[src/hw/rtl/gke_pkg.sv]
// Shared types and constants for the grid element engine.
// Used by every module of the block; no dependencies of its own.
package gke_pkg;

    // Position counter width; reported coordinates are the low 16 bits
    localparam int COORD_BITS = 16;

    // Configuration port geometry
    localparam int CFG_INDEX_BITS = 3;
    localparam int CFG_DATA_BITS  = 16;

    // Register indexes
    localparam logic [CFG_INDEX_BITS-1:0] REG_KERNEL_MODE     = 3'd0;
    localparam logic [CFG_INDEX_BITS-1:0] REG_GRID_DIMENSIONS = 3'd1;
    localparam logic [CFG_INDEX_BITS-1:0] REG_SIZE_X          = 3'd2;
    localparam logic [CFG_INDEX_BITS-1:0] REG_SIZE_Y          = 3'd3;
    localparam logic [CFG_INDEX_BITS-1:0] REG_SIZE_Z          = 3'd4;

    // Kernel modes
    localparam logic [2:0] MODE_COPY   = 3'd0;
    localparam logic [2:0] MODE_ADD    = 3'd1;
    localparam logic [2:0] MODE_MUL    = 3'd2;
    localparam logic [2:0] MODE_RED    = 3'd3;
    localparam logic [2:0] MODE_ABS    = 3'd4;
    localparam logic [2:0] MODE_MINMAX = 3'd5;

    // Pixel constants
    localparam logic [7:0] RED_THRESHOLD = 8'd100;
    localparam logic [7:0] PIXEL_MAX     = 8'hFF;

    // Queue between front and back
    localparam int Q_DEPTH    = 4;
    localparam int Q_PTR_BITS = $clog2(Q_DEPTH);

    // Input word
    typedef struct packed {
        logic [31:0] operand_a;
        logic [31:0] operand_b;
    } gke_in_t;

    // Result word
    typedef struct packed {
        logic [31:0] element_value;
        logic        grid_done;
        logic [31:0] red_total;
        logic [7:0]  min_value;
        logic [7:0]  max_value;
        logic [15:0] min_x;
        logic [15:0] min_y;
        logic [15:0] max_x;
        logic [15:0] max_y;
    } gke_out_t;

    // Classified element handed from front to back
    typedef struct packed {
        logic [2:0]  mode;
        logic        last;
        logic [15:0] pos_x;
        logic [15:0] pos_y;
        logic [31:0] operand_a;
        logic [31:0] operand_b;
    } gke_entry_t;

    // Queue status seen by front and back
    typedef struct packed {
        logic empty;
        logic full;
    } gke_q_status_t;

endpackage

[src/hw/rtl/gke_front.sv]
// Front end: configuration registers, grid position counters, element classification.
// Depends on gke_pkg.
module gke_front
    import gke_pkg::*;
(
    input  logic                      clk,
    input  logic                      rst_n,
    input  logic                      cfg_write,
    input  logic [CFG_INDEX_BITS-1:0] cfg_index,
    input  logic [CFG_DATA_BITS-1:0]  cfg_data,
    input  logic                      in_valid,
    input  gke_in_t                   in_data,
    input  gke_q_status_t             q_status,
    output logic                      push,
    output gke_entry_t                push_entry,
    output logic                      restart
);

    logic [2:0]            mode_reg;
    logic [1:0]            dims_reg;
    logic [15:0]           size_x_reg;
    logic [15:0]           size_y_reg;
    logic [15:0]           size_z_reg;
    logic [COORD_BITS-1:0] pos_x_reg;
    logic [COORD_BITS-1:0] pos_y_reg;
    logic [COORD_BITS-1:0] pos_z_reg;

    logic [15:0] ext_x;
    logic [15:0] ext_y;
    logic [15:0] ext_z;
    logic [31:0] pos_x_wide;
    logic [31:0] pos_y_wide;
    logic [31:0] pos_z_wide;
    logic        end_x;
    logic        end_y;
    logic        end_z;
    logic        last;

    // Any write to a known register restarts the grid
    assign restart = cfg_write && (cfg_index <= REG_SIZE_Z);

    // Hold configuration
    always_ff @(posedge clk or negedge rst_n)
    begin
        if (!rst_n)
        begin
            mode_reg   <= MODE_COPY;
            dims_reg   <= 2'd1;
            size_x_reg <= 16'd1;
            size_y_reg <= 16'd1;
            size_z_reg <= 16'd1;
        end
        else if (cfg_write)
        begin
            unique case (cfg_index)
                REG_KERNEL_MODE:     mode_reg   <= cfg_data[2:0];
                REG_GRID_DIMENSIONS: dims_reg   <= cfg_data[1:0];
                REG_SIZE_X:          size_x_reg <= cfg_data;
                REG_SIZE_Y:          size_y_reg <= cfg_data;
                REG_SIZE_Z:          size_z_reg <= cfg_data;
                default:             ;
            endcase
        end
    end

    // Effective extents: unused axis or zero size acts as one
    assign ext_x = (size_x_reg == 16'd0) ? 16'd1 : size_x_reg;
    assign ext_y = (dims_reg >= 2'd2 && size_y_reg != 16'd0) ? size_y_reg : 16'd1;
    assign ext_z = (dims_reg == 2'd3 && size_z_reg != 16'd0) ? size_z_reg : 16'd1;

    assign pos_x_wide = 32'(pos_x_reg);
    assign pos_y_wide = 32'(pos_y_reg);
    assign pos_z_wide = 32'(pos_z_reg);

    // A coordinate at or past its last index ends that axis
    assign end_x = pos_x_wide >= 32'(ext_x - 16'd1);
    assign end_y = pos_y_wide >= 32'(ext_y - 16'd1);
    assign end_z = pos_z_wide >= 32'(ext_z - 16'd1);
    assign last  = end_x && end_y && end_z;

    // Accept while the queue has room
    assign push = in_valid && !q_status.full;

    assign push_entry.mode      = mode_reg;
    assign push_entry.last      = last;
    assign push_entry.pos_x     = pos_x_wide[15:0];
    assign push_entry.pos_y     = pos_y_wide[15:0];
    assign push_entry.operand_a = in_data.operand_a;
    assign push_entry.operand_b = in_data.operand_b;

    // Advance the grid position on each accepted word
    always_ff @(posedge clk or negedge rst_n)
    begin
        if (!rst_n)
        begin
            pos_x_reg <= '0;
            pos_y_reg <= '0;
            pos_z_reg <= '0;
        end
        else if (restart)
        begin
            pos_x_reg <= '0;
            pos_y_reg <= '0;
            pos_z_reg <= '0;
        end
        else if (push)
        begin
            priority if (last)
            begin
                pos_x_reg <= '0;
                pos_y_reg <= '0;
                pos_z_reg <= '0;
            end
            else if (!end_x)
            begin
                pos_x_reg <= pos_x_reg + 1'b1;
            end
            else if (!end_y)
            begin
                pos_x_reg <= '0;
                pos_y_reg <= pos_y_reg + 1'b1;
            end
            else
            begin
                pos_x_reg <= '0;
                pos_y_reg <= '0;
                pos_z_reg <= pos_z_reg + 1'b1;
            end
        end
    end

endmodule

[src/hw/rtl/gke_queue.sv]
// Short FIFO of classified elements between front and back.
// Depends on gke_pkg.
module gke_queue
    import gke_pkg::*;
(
    input  logic          clk,
    input  logic          rst_n,
    input  logic          push,
    input  gke_entry_t    push_entry,
    input  logic          pop,
    output gke_entry_t    head,
    output gke_q_status_t status
);

    gke_entry_t            store [Q_DEPTH];
    logic [Q_PTR_BITS-1:0] wr_ptr_reg;
    logic [Q_PTR_BITS-1:0] rd_ptr_reg;
    logic [Q_PTR_BITS:0]   count_reg;

    assign status.empty = (count_reg == '0);
    assign status.full  = (count_reg == (Q_PTR_BITS+1)'(Q_DEPTH));
    assign head         = store[rd_ptr_reg];

    // Write storage
    always_ff @(posedge clk)
    begin
        if (push)
        begin
            store[wr_ptr_reg] <= push_entry;
        end
    end

    // Advance pointers and fill count
    always_ff @(posedge clk or negedge rst_n)
    begin
        if (!rst_n)
        begin
            wr_ptr_reg <= '0;
            rd_ptr_reg <= '0;
            count_reg  <= '0;
        end
        else
        begin
            if (push)
            begin
                wr_ptr_reg <= wr_ptr_reg + 1'b1;
            end
            if (pop)
            begin
                rd_ptr_reg <= rd_ptr_reg + 1'b1;
            end
            if (push && !pop)
            begin
                count_reg <= count_reg + 1'b1;
            end
            else if (pop && !push)
            begin
                count_reg <= count_reg - 1'b1;
            end
        end
    end

endmodule

[src/hw/rtl/gke_back.sv]
// Back end: per-element arithmetic, running reductions and the output register.
// Depends on gke_pkg.
module gke_back
    import gke_pkg::*;
(
    input  logic          clk,
    input  logic          rst_n,
    input  logic          restart,
    input  gke_entry_t    head,
    input  gke_q_status_t q_status,
    output logic          pop,
    output logic          out_valid,
    input  logic          out_stall,
    output gke_out_t      out_data
);

    logic [31:0] red_reg;
    logic [7:0]  min_reg;
    logic [7:0]  max_reg;
    logic [15:0] min_x_reg;
    logic [15:0] min_y_reg;
    logic [15:0] max_x_reg;
    logic [15:0] max_y_reg;
    logic        out_valid_reg;
    gke_out_t    out_data_reg;

    logic [7:0]  pixel;
    logic [31:0] red_next;
    logic        min_hit;
    logic        max_hit;
    logic [7:0]  min_next;
    logic [7:0]  max_next;
    logic [15:0] min_x_next;
    logic [15:0] min_y_next;
    logic [15:0] max_x_next;
    logic [15:0] max_y_next;
    logic        emit;
    gke_out_t    result;

    // Take the next element when the output slot is free or draining
    assign pop = !q_status.empty && (!out_valid_reg || !out_stall);

    // Reduction updates
    assign pixel      = head.operand_a[7:0];
    assign red_next   = red_reg + 32'(pixel > RED_THRESHOLD);
    assign min_hit    = pixel < min_reg;
    assign max_hit    = pixel > max_reg;
    assign min_next   = min_hit ? pixel : min_reg;
    assign max_next   = max_hit ? pixel : max_reg;
    assign min_x_next = min_hit ? head.pos_x : min_x_reg;
    assign min_y_next = min_hit ? head.pos_y : min_y_reg;
    assign max_x_next = max_hit ? head.pos_x : max_x_reg;
    assign max_y_next = max_hit ? head.pos_y : max_y_reg;

    // Build the result word
    always_comb
    begin
        result           = '0;
        result.grid_done = head.last;
        emit             = 1'b0;
        unique case (head.mode)
            MODE_COPY:
            begin
                result.element_value = head.operand_a;
                emit                 = 1'b1;
            end
            MODE_ADD:
            begin
                result.element_value = head.operand_a + head.operand_b;
                emit                 = 1'b1;
            end
            MODE_MUL:
            begin
                result.element_value = head.operand_a * head.operand_b;
                emit                 = 1'b1;
            end
            MODE_RED:
            begin
                result.red_total = red_next;
                emit             = head.last;
            end
            MODE_ABS:
            begin
                result.element_value = {1'b0, head.operand_a[30:0]};
                emit                 = 1'b1;
            end
            MODE_MINMAX:
            begin
                result.min_value = min_next;
                result.max_value = max_next;
                result.min_x     = min_x_next;
                result.min_y     = min_y_next;
                result.max_x     = max_x_next;
                result.max_y     = max_y_next;
                emit             = head.last;
            end
            default:
            begin
                emit = 1'b0;
            end
        endcase
    end

    // Hold running reductions; restart on grid end or configuration write
    always_ff @(posedge clk or negedge rst_n)
    begin
        if (!rst_n)
        begin
            red_reg   <= '0;
            min_reg   <= PIXEL_MAX;
            max_reg   <= '0;
            min_x_reg <= '0;
            min_y_reg <= '0;
            max_x_reg <= '0;
            max_y_reg <= '0;
        end
        else if (restart || (pop && head.last))
        begin
            red_reg   <= '0;
            min_reg   <= PIXEL_MAX;
            max_reg   <= '0;
            min_x_reg <= '0;
            min_y_reg <= '0;
            max_x_reg <= '0;
            max_y_reg <= '0;
        end
        else if (pop)
        begin
            if (head.mode == MODE_RED)
            begin
                red_reg <= red_next;
            end
            if (head.mode == MODE_MINMAX)
            begin
                min_reg   <= min_next;
                max_reg   <= max_next;
                min_x_reg <= min_x_next;
                min_y_reg <= min_y_next;
                max_x_reg <= max_x_next;
                max_y_reg <= max_y_next;
            end
        end
    end

    // Output register: load on pop, drop once taken
    always_ff @(posedge clk or negedge rst_n)
    begin
        if (!rst_n)
        begin
            out_valid_reg <= 1'b0;
        end
        else if (pop)
        begin
            out_valid_reg <= emit;
        end
        else if (!out_stall)
        begin
            out_valid_reg <= 1'b0;
        end
    end

    always_ff @(posedge clk)
    begin
        if (pop)
        begin
            out_data_reg <= result;
        end
    end

    assign out_valid = out_valid_reg;
    assign out_data  = out_data_reg;

endmodule

[src/hw/rtl/builtin_kernel_grid_engine_top.sv]
// An accepted word is written into the queue, then popped into the output register when the output can take it.
// Throughput: one word per cycle while the output is not stalled, set by the back end and output register.
// A four-entry queue parts front and back; a stalled output fills it, then stalls input.
// Reset (rst_n, asynchronous, active low): mode copy, one dimension, sizes one,
// position and reductions cleared, queue and output empty.
module builtin_kernel_grid_engine_top
    import gke_pkg::*;
(
    input  logic                      clk,
    input  logic                      rst_n,
    input  logic                      cfg_write,
    input  logic [CFG_INDEX_BITS-1:0] cfg_index,
    input  logic [CFG_DATA_BITS-1:0]  cfg_data,
    input  logic                      in_valid,
    output logic                      in_stall,
    input  gke_in_t                   in_data,
    output logic                      out_valid,
    input  logic                      out_stall,
    output gke_out_t                  out_data
);

    logic          push;
    gke_entry_t    push_entry;
    logic          pop;
    gke_entry_t    head;
    gke_q_status_t q_status;
    logic          restart;

    // Stall input while the queue is full
    assign in_stall = q_status.full;

    gke_front u_front
    (
        .clk        (clk),
        .rst_n      (rst_n),
        .cfg_write  (cfg_write),
        .cfg_index  (cfg_index),
        .cfg_data   (cfg_data),
        .in_valid   (in_valid),
        .in_data    (in_data),
        .q_status   (q_status),
        .push       (push),
        .push_entry (push_entry),
        .restart    (restart)
    );

    gke_queue u_queue
    (
        .clk        (clk),
        .rst_n      (rst_n),
        .push       (push),
        .push_entry (push_entry),
        .pop        (pop),
        .head       (head),
        .status     (q_status)
    );

    gke_back u_back
    (
        .clk        (clk),
        .rst_n      (rst_n),
        .restart    (restart),
        .head       (head),
        .q_status   (q_status),
        .pop        (pop),
        .out_valid  (out_valid),
        .out_stall  (out_stall),
        .out_data   (out_data)
    );

endmodule
[config.mk]
export PLATFORM = sky130hd
export DESIGN_NAME = builtin_kernel_grid_engine_top
export DESIGN_NICKNAME = d
export VERILOG_FILES = /design/src/hw/rtl/gke_pkg.sv /design/src/hw/rtl/gke_front.sv /design/src/hw/rtl/gke_queue.sv /design/src/hw/rtl/gke_back.sv /design/src/hw/rtl/builtin_kernel_grid_engine_top.sv
export SDC_FILE = /design/constraint.sdc
export NUM_CORES = 2
export LEC_CHECK = 0
export BUFFER_PORTS_ARGS = -buffer_cell sky130_fd_sc_hd__buf_4
export CAP_MARGIN = 20
export CORE_MARGIN = 5
export CORE_UTILIZATION = 45
export DETAILED_ROUTE_END_ITERATION = 8
export PLACE_DENSITY = 0.72
export SLEW_MARGIN = 15
export SYNTH_ARGS = -nofsm -noshare
export SYNTH_HDL_FRONTEND = slang
export SYNTH_SLANG_ARGS = --single-unit
export TNS_END_PERCENT = 100
[constraint.sdc]
create_clock -name clk -period 18.3 [get_ports clk]
set_input_delay 2.745 -clock clk [delete_from_list [all_inputs] [get_ports clk]]
set_output_delay 2.745 -clock clk [all_outputs]
set_load 0.1 [all_outputs]
======== After elaboration in Yosys (flattened, before gate mapping) ========
Memory sizes are Yosys's and may differ from the RTL's.
Index checks and enable logic that the tools add are counted.
operators by class
  equality and inequality tests ........... 12
  add/subtract/negate cells ............... 12
  muxes and demuxes ....................... 52
  multiply operators ...................... 1
  reductions and logical operators ........ 42
  magnitude comparators ................... 8
operator list
  operator                 number
  $mux W16                 33
  $pmux W32 S4             1
  $ge A16 B32 Y1           3
  $mux W32                 3
  $mux W8                  8
  $sub A16 B1 Y17 const B  3
  $add A16 B1 Y16 const B  3
  $add A32 B1 Y32          1
  $add A32 B32 Y32         1
  $mul A32 B32 Y32         1
  $reduce_bool A16 Y1      2
  $logic_not A16 Y1        1
  $reduce_and A2 Y1        8
  $eq A3 B2 Y1 const B     4
  $eq A3 B3 Y1 const B     4
  $logic_and A1 B1 Y1      10
  $reduce_bool A2 Y1       5
  $logic_not A3 Y1         3
  $gt A8 B7 Y1 const B     1
  $gt A8 B8 Y1             1
  $lt A8 B8 Y1             1
  $eq A3 B1 Y1 const B     2
  $logic_not A1 Y1         6
  $mux W3                  2
  other kinds (14)         20
word-level totals
  flip-flop bits (word level) ............. 366
  RAM bits ................................ 400
  output and inout port bits .............. 147
  word-level logic and storage cells ...... 156
  input port bits ......................... 88
  memories kept ........................... 1
memories
  memory         words  width  rd ports  clocked after Yosys merged registers in  wr ports  line             text
  u_queue.store  4      100    1         0                                        1         gke_queue.sv:15  gke_entry_t store [Q_DEPTH];

======== Longest topological paths before layout ========
  word-level depth ........................ 10
  mapped depth ............................ 33
  mapped depth without buffers ............ 29

======== Modules after synthesis ========
Synthesis repeated with hierarchy kept, for this count alone.
second synthesis, totals
  cells, all modules ...................... 4338
  area total of the unflattened synthesis .. 51346.7 µm²
by module, submodules not included
  module     sequential area each (µm²)  area each (µm²)  times used  cells each
  gke_back   7191.9                      29145.5          1           2989
  gke_queue  12186.7                     14824.2          1           556
  gke_front  2532.4                      7377.1           1           793

======== Least setup slack after synthesis ========
OpenSTA, ideal clock, no wires.
  kind .................................... reg-to-reg
  from .................................... register u_queue.rd_ptr_reg[0]
  to ...................................... register u_back.out_data_reg, in the netlist u_back.out_data[143] (data pin)
  setup time .............................. 0.254 ns
  clock period less this slack ............ 7.969 ns
  path buffers ............................ 5
  cell stages (with the launch flop) ...... 30
  arrival ................................. 7.715 ns
  path slack .............................. 10.331 ns
  required time ........................... 18.046 ns
  cell sequence ........................... dfrtp_1 -> buf_2 -> buf_4 -> buf_4 -> mux2i_1 -> mux2_2 -> clkbuf_1 -> buf_1 -> nor2_1 -> fa_1 -> fa_1 -> fa_1 -> inv_1 -> fa_1 -> inv_1 -> fa_1 -> inv_1 -> fa_1 -> inv_1 -> fa_1 -> fa_1 -> ha_1 -> a21o_1 -> a21o_1 -> a21oi_1 -> o21ai_0 -> a311o_1 -> a221oi_1 -> o221ai_1 -> a21o_1
RTL lines
  element                 line             text
  start, declared         gke_queue.sv:17  logic [Q_PTR_BITS-1:0] rd_ptr_reg;
  start signal, assigned  gke_queue.sv:50  rd_ptr_reg <= rd_ptr_reg + 1'b1;
  end signal, assigned    gke_back.sv:166  out_data_reg <= result;
  end, declared           gke_back.sv:25   gke_out_t out_data_reg;

==> summary.txt <==
DRC - 0
Setup Viol. Count Final - 0
Resize count post-CTS - 0
Flops & latches, synth - 766
Skew-Pair Late Insertion Delay - 0.67 ns
Slew margin rel. - 19.1%
Sequential fraction of the synthesis area - 44.2%
Yosys warns - 0
Top-count cell post-synth - edfxtp_1
Final HPWL DP - 99.8 mm
Crit-path max cell delay - 0.96 ns
Yosys top cell area share - 33.0%
CP Class - reg -> reg
Critical Path Start Type - flip-flop
CP arrival - 11.04 ns
Initial antenna violation count - 20
Req. time, crit path - 18.69 ns
Clock root cell - clkbuf_16
Largest net degree at the start of global routing - 170
Mapped Nets - 4,915
IO Port Bufs - 234
Chip Height - 342 µm
First-pass GRT wire length - 208 mm
Maximum clock path buffer count - 3
IO Pins - 235
Max-cap violation count - 0
Status - complete, no violations
Top cell by count, worst path - fa_1
Crit. path cell count - 27
CP Max Fanout - 45
CP top delay family - adder cells
Leading register cell type out of synthesis - edfxtp_1
Final ANT Viol Nets - 0
Post-CTS Setup Bufs - 0
Minimum clock period - 10.64 ns
Worst path bufs/invs - 5
Asr flop ratio synth - 28.9%
Setup TNS - 0 ns
Hold buffer count at CTS - 0
H-Tree Depth - 3
CTS clk-pin slew, worst paths - 0.06 ns
Worst-Margin Slew - 1.21 ns
Routed vias - 33,200
Die W - 342 µm
Max Slew Vio Count - 0
Initial cell density of the core - 45.5%
Syn-to-layout area delta - 12.2%
Most frequent cells after synthesis - edfxtp_1 (545), inv_1 (457), nor2_1 (450), fa_1 (410), nand2_1 (359)
Total track usage - 23.2%
WHS Path Cells - 2
DRT Wirelength - 136 mm
Drt wl/cell - 23.0 µm
Final Skew - 0.0382 ns
Critical path's slowest cell - dfrtp_4
Layout cells sized above 1 - 14.0%
DRT iter0 DRCs - 2,990
GP Congestion - 1.02
Core area - 0.109 mm²
Final Hold Viols - 0
Post-synth EDFFs - 545
Worst Setup End Kind - flip-flop
Hold WC Path Type - reg -> reg
Period utilisation layout - 58.1%
Die area - 0.117 mm²
Cell Area, Synth - 0.0496 mm²
Yosys top cell by area - edfxtp_1
Mean Syn Cell Area - 11.9 µm²
Detailed Routing Iterations Pass 1 - 6
Max reg flops - 400
Via density - 5.62
CTS tree - yes
Site Rows - 121
R2R depth - 27
Nets - 5,085
Top post-synthesis cells by area - edfxtp_1 (33%), fa_1 (17%), dfrtp_1 (11%)
RSZ-0062 raised after global routing - false
Grt ovf - 0
Vias in the first global route - 33,900
Count of cell types in the netlist - 90
Clk sinks - 766
FMAX - 94.0 MHz
Syn Inst Count - 4,187
Cts bufs inserted - 84
## path summary, 6_finish.rpt
| path | startpoint | to | slack (ns) |
|---|---|---|---|
| max in group asynchronous | rst_n | u_queue.rd_ptr_reg[1] | 14.95 |
| min reg2reg | u_back.red_reg[0] | u_back.red_reg[0] | 0.49 |
| min in group asynchronous | rst_n | u_back.red_reg[13] | 2.01 |
| max | u_queue.rd_ptr_reg[0] | u_back.out_data[143] | 7.66 |
| min | u_back.red_reg[0] | u_back.red_reg[0] | 0.49 |
| max reg2reg | u_queue.rd_ptr_reg[0] | u_back.out_data[143] | 7.66 |
## cell usage in the layout (no fill, tap or decap), types with 71 or more instances in the layout
cell	instances
inv_1	456
nand2_1	359
dfrtp_1	207
xnor2_1	111
clkbuf_16	84
and2_1	85
edfxtp_1	545
a22o_1	74
o21ai_0	136
fa_1	410
a21oi_1	90
nor2_1	450
mux2_2	92
mux2i_1	149
xor2_1	71
ha_1	230
buf_4	266
## through the flow
step | instance area, µm² | instances | setup WS [ns] | util (%) | hold slack, ns
finish | 55700 | 5910 | 7.66 | 51.0 | 0.489
global route | 55700 | 5901 | 7.09 | 51.0 | 0.509
CTS | 55700 | 5900 | 7.64 | 51.0 | 0.490
detailed placement | 52800 | 5747 | 7.68 | 48.4 | 0.477
global placement | 52800 | 5746 | 7.93 | 48.4 | 0.468
floorplan | 49600 | 4187 | 10.33 | - | 0.456
## kinds of logic after synthesis
| kind of cell | synth area share, % |
|---|---|
| AO/OA/AOI/OAI | 7.08 |
| XOR/XNOR | 3.21 |
| adder cells (fa/ha/maj) | 22.4 |
| buffers and inverters | 5.11 |
| flip-flops | 44.2 |
| multiplexers | 7.95 |
| AND/OR/NAND/NOR | 10.1 |
## layer usage
metal	global-route usage, %	vias up	wire [µm]
met5	0	-	80
met1	31.9	16900	56300
met2	37.2	1335	63300
li1	-	14700	-
met3	4.93	287	11300
met4	7.23	12	4890
## tightest hold or removal path: stages (launching register included)
cell,delay (ns)
dfrtp_1,0.35
nand2_1,0.05
o21ai_0,0.06
## cell type report
cell class | count | area, µm²
antenna | 10 | 25.0
clock buffer | 106 | 2250
clock inverter | 47 | 593
fill | 9343 | 53500
inverter | 469 | 1770
multi-input combinational | 2768 | 25300
sequential | 766 | 21900
tap | 1476 | 1850
timing repair buffer | 268 | 2030
Power is not shown: default switching activity piles up to over one toggle a cycle in this logic, so the estimate is an artifact.
